--- src/sv/bbc_pkg.sv ---
// ----------------------------------------------------------------------------
// Box blur package
// Shared constants, register indexes and controller/datapath signal groups.
// ----------------------------------------------------------------------------
package bbc_pkg;

    localparam int MAX_RADIUS_DEF = 7;
    localparam int MAX_WIDTH_DEF  = 1024;

    // Configuration register indexes.
    localparam logic [1:0] CFG_RADIUS = 2'd0;
    localparam logic [1:0] CFG_WIDTH  = 2'd1;
    localparam logic [1:0] CFG_HEIGHT = 2'd2;

    localparam int CFG_DATA_W = 16;

    // Commands from the controller to the datapath.
    typedef struct packed {
        logic accept;
        logic win_start;
        logic rd_issue;
        logic acc;
        logic div_start;
        logic div_step;
        logic out_fire;
    } bbc_cmd_t;

    // Status from the datapath to the controller.
    typedef struct packed {
        logic win_ready;
        logic win_last;
        logic div_last;
    } bbc_sts_t;

endpackage

--- src/sv/bbc_ctrl.sv ---
// ----------------------------------------------------------------------------
// Box blur controller
// Sequences one beat: store, window check, window walk, division, result.
// ----------------------------------------------------------------------------
module bbc_ctrl
(
    input  logic              clk,
    input  logic              rst_n,
    input  logic              in_valid,
    output logic              in_ready,
    output logic              out_valid,
    input  logic              out_ready,
    input  bbc_pkg::bbc_sts_t sts,
    output bbc_pkg::bbc_cmd_t cmd
);

    typedef enum logic [2:0] {
        S_IDLE,
        S_CHECK,
        S_ADDR,
        S_ACC,
        S_DINIT,
        S_DIV,
        S_OUT
    } state_t;

    state_t state_reg;
    state_t state_next;

    // Next state.
    always_comb
    begin
        state_next = state_reg;
        unique case (state_reg)
            S_IDLE:  if (in_valid) state_next = S_CHECK;
            S_CHECK: state_next = sts.win_ready ? S_ADDR : S_IDLE;
            S_ADDR:  state_next = S_ACC;
            S_ACC:   state_next = sts.win_last ? S_DINIT : S_ADDR;
            S_DINIT: state_next = S_DIV;
            S_DIV:   if (sts.div_last) state_next = S_OUT;
            S_OUT:   if (out_ready) state_next = S_IDLE;
            default: state_next = S_IDLE;
        endcase
    end

    // State register.
    always_ff @(posedge clk or negedge rst_n)
    begin
        if (!rst_n)
        begin
            state_reg <= S_IDLE;
        end
        else
        begin
            state_reg <= state_next;
        end
    end

    // Command decode.
    always_comb
    begin
        in_ready      = (state_reg == S_IDLE);
        out_valid     = (state_reg == S_OUT);
        cmd.accept    = (state_reg == S_IDLE) && in_valid;
        cmd.win_start = (state_reg == S_CHECK) && sts.win_ready;
        cmd.rd_issue  = (state_reg == S_ADDR);
        cmd.acc       = (state_reg == S_ACC);
        cmd.div_start = (state_reg == S_DINIT);
        cmd.div_step  = (state_reg == S_DIV);
        cmd.out_fire  = (state_reg == S_OUT) && out_ready;
    end

endmodule

--- config.mk ---
export PLATFORM = sky130hd
export DESIGN_NAME = bbc_ctrl
export DESIGN_NICKNAME = d
export VERILOG_FILES = /design/src/sv/bbc_pkg.sv /design/src/sv/bbc_ctrl.sv
export SDC_FILE = /design/constraint.sdc
export NUM_CORES = 1
export LEC_CHECK = 0
export BUFFER_PORTS_ARGS = -buffer_cell sky130_fd_sc_hd__buf_2
export CAP_MARGIN = 15
export CORE_AREA = 5 5 42 44
export DETAILED_ROUTE_END_ITERATION = 6
export DIE_AREA = 0 0 47 49
export PLACE_DENSITY_LB_ADDON = 0.05
export SYNTH_ARGS = -nofsm -noshare
export SYNTH_HDL_FRONTEND = slang
export SYNTH_SLANG_ARGS = --single-unit
--- constraint.sdc ---
create_clock -name clk -period 1.1 [get_ports clk]
set_input_delay 0.055 -clock clk [delete_from_list [all_inputs] [get_ports clk]]
set_output_delay 0.055 -clock clk [all_outputs]
set_load 0.02 [all_outputs]
==> metrics, run 1 <==
CP dominant cell by count=buf_6; DR vias/cell=4.32; Crit-path slowest cell=dfrtp_1; first-pass GRT wire length=roughly 1.3 mm; final number of max-transition violations=0; RSZ-0062 raised after global routing=true; Max clock buf depth=2; mean area per synthesized cell=between 9 and 10 µm²; RePlAce Congestion=around 0.73; # IOs=16; CTS H-tree depth=1; Row Count=14; max_slew headroom=86.9%; die area=approximately 2300 µm²; flops & latches, synth=3; Top FF cell, synth=dfrtp_1; Hold Slack=0.115 ns; crit start category=flop; synth cell count leaders=3 x buf_6, 3 x dfrtp_1; Post-Synthesis Cells=27; Worst Hold Class=in2reg; root cell of the clock tree=clkbuf_4; final instance area=around 600 µm²; pin count of the biggest net entering global routing=8; failing checks=setup timing; Post-synth EDFFs=0; Worst Setup Path Type=reg2out; routed wire length=around 860 µm; CTS clk-pin slew, worst paths=0.04 ns; residual DRC count=0; nets=65; Core Area=1400 µm²; Final Cycle Share=117%; Routed Antenna Nets=0; DR vias=roughly 320; Critical Path Sink Type=output pin; CTS tree=built; CTS sink cnt=3; vias in the first global route=295; XOR/XNOR Fraction of Synth Area=0%; final setup margin=-0.185 ns; clock skew=0.00135 ns; Ys Warns=0; distinct cell type count after synthesis=17; adder-cell share of the synthesized area=0%; Die H=49 µm; Peak supply drop=about 1.1 mV; leak pwr=about 0.28 nW; synth top area cells=dfrtp_1 29%, buf_6 13%, and3b_1 6.9%, a221oi_2 5.9%, nor3b_1 5.9%; compound-gate portion of the synthesized area=between 15 and 20%; fmax=778 MHz; max reg flops=3; DRT Pass-1 Iters=1; initial antenna violation count=0; Initial Utilization=a little under a fifth; share of cells above drive strength 1=between 70% and 80%; Arr. time, crit path=~1.2 ns; drt initial violations=0; ant diodes=0; setup TNS=-1.17 ns; Post-Synth Simple-Gate Area=35.8%; cts bufs inserted=3; dominant cell type by area after synthesis=dfrtp_1; Filler cells=~150; die width=47 µm; Final setup viols=11; post-synthesis instance area=about 260 µm²; port bufs=15; largest family of logic cells by synthesized area=simple AND/OR/NAND/NOR gates; total grt overflow=0; ys async rst share=100%; maxcap violations=0; GRT Util Overall=approximately 8.2%; WL/cell=11.8 µm; post-route minimum period=about 1.3 ns; run status=finished with violations; multiplexer share of the synthesized area=under 10%; placed instance count=59; Post-Syn Nets=34; Post-DP Area=367 µm²; final hold vios=0; critical path, cell by cell=buf_6 -> and3b_2 -> and2_4 -> buf_6; Power Dens Cells=2770 nW/µm²; share of the synthesized area in the top cell type=between 20 and 30%; CP max stage delay=0.41 ns; Crit Path Max Fanout=4; Clk Latency, worst-skew pair=between 0.2 and 0.25 ns; synth-to-layout area growth=131%; worst-margin pin slew=between 0.15 and 0.2 ns; Cell Count, Final, Fillers Out=73; sequential area share after synthesis=~29%; worst path required time=1.04 ns
[final timing paths]
kind | from | to | slack, ns | depth (start not counted)
max | state_reg[2]$_DFFE_PN0P_ | cmd[0] | -0.18 | 4
max in group asynchronous | rst_n | state_reg[1]$_DFFE_PN0P_ | 0.84 | 2
min | sts[1] | state_reg[2]$_DFFE_PN0P_ | 0.11 | 2
min in group asynchronous | rst_n | state_reg[0]$_DFFE_PN0P_ | 0.15 | 2
min reg2reg | state_reg[1]$_DFFE_PN0P_ | state_reg[1]$_DFFE_PN0P_ | 0.70 | 2
max reg2reg | state_reg[2]$_DFFE_PN0P_ | state_reg[1]$_DFFE_PN0P_ | -0.08 | 5
[area by class of cell]
type	count	area (µm²)	share of cell area (%)
timing repair buffer	29	254	43.1
multi-input combinational	21	211	35.9
tap	16	20.0	3.40
clock buffer	4	26.3	4.46
sequential	3	77.6	13.2
[layout by cell type, fill, tap and decap left out, types with 2 or more instances in the layout]
| master | count |
|---|---|
| buf_6 | 13 |
| o21ai_1 | 2 |
| dfrtp_2 | 2 |
| buf_2 | 6 |
| and2_4 | 2 |
| nor3_4 | 2 |
| nand2_1 | 2 |
| nor3b_2 | 2 |
| clkbuf_4 | 3 |
| buf_4 | 9 |
[report_power, final]
group	switching, mW	leakage [nW]	internal (mW)
Sequential	0.105	0.0352	0.169
Clock	0.0535	0.0150	0.136
Combinational	0.493	0.231	0.679
Total	0.651	0.282	0.983
[critical path, delay by kind of cell, from the launching register on]
kind | cells | cell delay [ns]
flops | 1 | 0.41
simple gates | 2 | 0.34
buf+inv | 2 | 0.26
[cells by family (layout without fill, tap and decap cells)]
kind of cell    Yosys count  after routing
flops                     3              3
compound gates            6              6
simple gates             14             14
mux                       1              1
buf+inv                   3             33
[per-layer routing]
metal,vias up,share of wire [%],global-route usage (%)
met5,-,0,0
li1,157,-,-
met3,0,6.3,3.32
met4,0,0,4.15
met2,9,56,12.9
met1,149,38,9.11
[per-stage QoR]
step           setup WS [ns]  utilization [%]  total power [mW]
2_1_floorplan        -0.0324                -             0.780
3_3_place_gp         0.00196             26.2             0.924
3_5_place_dp         -0.0201             26.2             0.929
4_1_cts               -0.189             35.5              1.39
5_1_grt               -0.251             42.1              1.76
6_report              -0.185             42.1              1.63
[what timing repair did]
action                                  4_1_cts  5_1_grt
resized for setup                            16       19
gates cloned                                  0        0
endpoints found under the hold margin         3        0
pin swaps                                     2        4
setup buffers                                 7        2
hold buffers                                  1        0
endpoints found under the setup margin        9       12
No activity file was read; power rests on OpenSTA's default activity.
==> inputs of run 2 (changes only) <==
--- a/config.mk
+++ b/config.mk
@@ -11,6 +11,7 @@
 export DETAILED_ROUTE_END_ITERATION = 6
 export DIE_AREA = 0 0 47 49
 export PLACE_DENSITY_LB_ADDON = 0.05
+export SETUP_SLACK_MARGIN = 0.15
 export SYNTH_ARGS = -nofsm -noshare
 export SYNTH_HDL_FRONTEND = slang
 export SYNTH_SLANG_ARGS = --single-unit
==> metrics, run 2 (same netlist as run 1, synthesis figures left out) <==
max reg flops=3 (unchanged); Max clock buf depth=2 (unchanged); Final setup viols=11 (unchanged); WL met3=81 µm (was 54 µm); Peak supply drop=1.26 mV (was 1.08 mV); worst-margin pin slew=0.219 ns (was 0.193 ns); # IOs=16 (unchanged); Crit Path Max Fanout=5 (was 4); share of cells above drive strength 1=80.7% (was 78.9%); clock skew=0.00779 ns (was 0.00135 ns); first-pass GRT wire length=1.56 mm (was 1.30 mm); leak pwr=0.292 nW (was 0.282 nW); synth-to-layout area growth=140% (was 131%); Critical Path Sink Type=output pin (unchanged); initial antenna violation count=0 (unchanged); total grt overflow=0 (unchanged); DR vias=324 (was 315); maxcap violations=0 (unchanged); routed wire length=931 µm (was 862 µm); run status=finished with violations (unchanged); die width=47 µm (unchanged); worst path required time=1.04 ns (about the same); GRT Util Overall=9.65% (was 8.20%); crit start category=flop (unchanged); nets=65 (unchanged); CTS sink cnt=3 (unchanged); final setup margin=-0.203 ns (was -0.185 ns); Routed Antenna Nets=0 (unchanged); CTS tree=built (unchanged); port bufs=15 (unchanged); Clk Latency, worst-skew pair=0.24 ns (was 0.23 ns); Top Layer Used=met4 (was met3); Metal-1 WL=356 µm (was 327 µm); final number of max-transition violations=0 (unchanged); ant diodes=0 (unchanged); Final Util=43.7% (was 42.1%); CTS H-tree depth=1 (unchanged); Worst Setup Path Type=reg2out (unchanged); root cell of the clock tree=clkbuf_4 (unchanged); pin count of the biggest net entering global routing=11 (was 8); Row Count=14 (unchanged); Initial Utilization=18.2% (unchanged); cts bufs inserted=3 (unchanged); DPL Wire Length=between 500 and 600 µm; DR vias/cell=4.44 (was 4.32); RSZ-0062 raised after global routing=true (unchanged); DRT Pass-1 Iters=2 (was 1); residual DRC count=0 (unchanged); final hold vios=0 (unchanged); max_slew headroom=85.4% (was 86.9%); Power Dens Cells=2860 nW/µm² (was 2770 nW/µm²); post-route minimum period=1.30 ns (was 1.28 ns); Arr. time, crit path=1.25 ns (was 1.23 ns); failing checks=setup timing (unchanged); Die H=49 µm (unchanged); Final Cycle Share=118% (was 117%); Worst Hold Class=in2reg (unchanged); setup TNS=-1.30 ns (was -1.17 ns); R2R setup slack=-0.12 ns (was -0.08 ns); CTS clk-pin slew, worst paths=0.04 ns (about the same); drt initial violations=1 (was 0); WL/cell=12.8 µm (was 11.8 µm); commonest non-fill, non-tap cells in the layout=14 x buf_6, 7 x buf_4, 6 x buf_2 (was 13 x buf_6, 9 x buf_4, 6 x buf_2); WL met2=480 µm (unchanged); Hold Slack=0.0770 ns (was 0.115 ns); Core Area=1400 µm² (unchanged); die area=2300 µm² (unchanged); fmax=767 MHz (was 778 MHz); most common cell after layout, fill and taps aside=buf_6 (unchanged); vias in the first global route=349 (was 295); RePlAce Congestion=0.667 (was 0.732)
==> run 2: critical path, cell delays in order (launching register included) <==
cell and delay [ns]:
dfrtp_2 0.43, buf_6 0.13, nor4bb_4 0.26, buf_4 0.18
==> run 2: power breakdown <==
part | switching (mW) | total [mW] | internal [mW]
Combinational | 0.538 | 1.28 | 0.746
Sequential | 0.0999 | 0.267 | 0.167
Clock | 0.0646 | 0.201 | 0.136
==> run 2: cell type report <==
type,count,area (µm²)
fillers,162,790
repair buffers,29,270
multi-input cells,21,218
flip-flops and latches,3,77.6
clock buffers,4,26.3
well taps,16,20.0
==> run 2: per-layer routing <==
layer / track usage (%) / vias to the layer above
li1: - / 158
met1: 11.9 / 149
met2: 13.1 / 15
met3: 3.69 / 2
met4: 6.91 / 0
met5: 0 / -
==> run 2: worst paths after layout <==
kind,start,end,cells past startpoint
worst max-delay path,state_reg[2]$_DFFE_PN0P_,cmd[5],3
worst min-delay path,sts[1],state_reg[2]$_DFFE_PN0P_,2
worst max register to register,state_reg[2]$_DFFE_PN0P_,state_reg[1]$_DFFE_PN0P_,5
worst min register to register,state_reg[0]$_DFFE_PN0P_,state_reg[0]$_DFFE_PN0P_,2
max in group asynchronous,rst_n,state_reg[1]$_DFFE_PN0P_,2
min in group asynchronous,rst_n,state_reg[2]$_DFFE_PN0P_,2
==> run 2: per-stage QoR <==
step / setup slack, ns / std cells / instance area (µm²) / power [mW]
after floorplan: -0.0321 / 27 / 279 / 0.784
after global placement: -0.00489 / 61 / 398 / 1.04
after detailed placement: -0.0401 / 61 / 398 / 1.05
after CTS: -0.219 / 71 / 571 / 1.66
after global routing: -0.284 / 73 / 612 / 1.88
final: -0.203 / 73 / 612 / 1.75
==> run 2: repair_timing <==
item / in CTS / in global routing
gates resized for setup: 31 / 6
hold buffers: 1 / 0
setup endpoints to repair: 12 / 12
pin swaps: 4 / 5
endpoints found under the hold margin: 3 / 0
setup buffers: 5 / 2
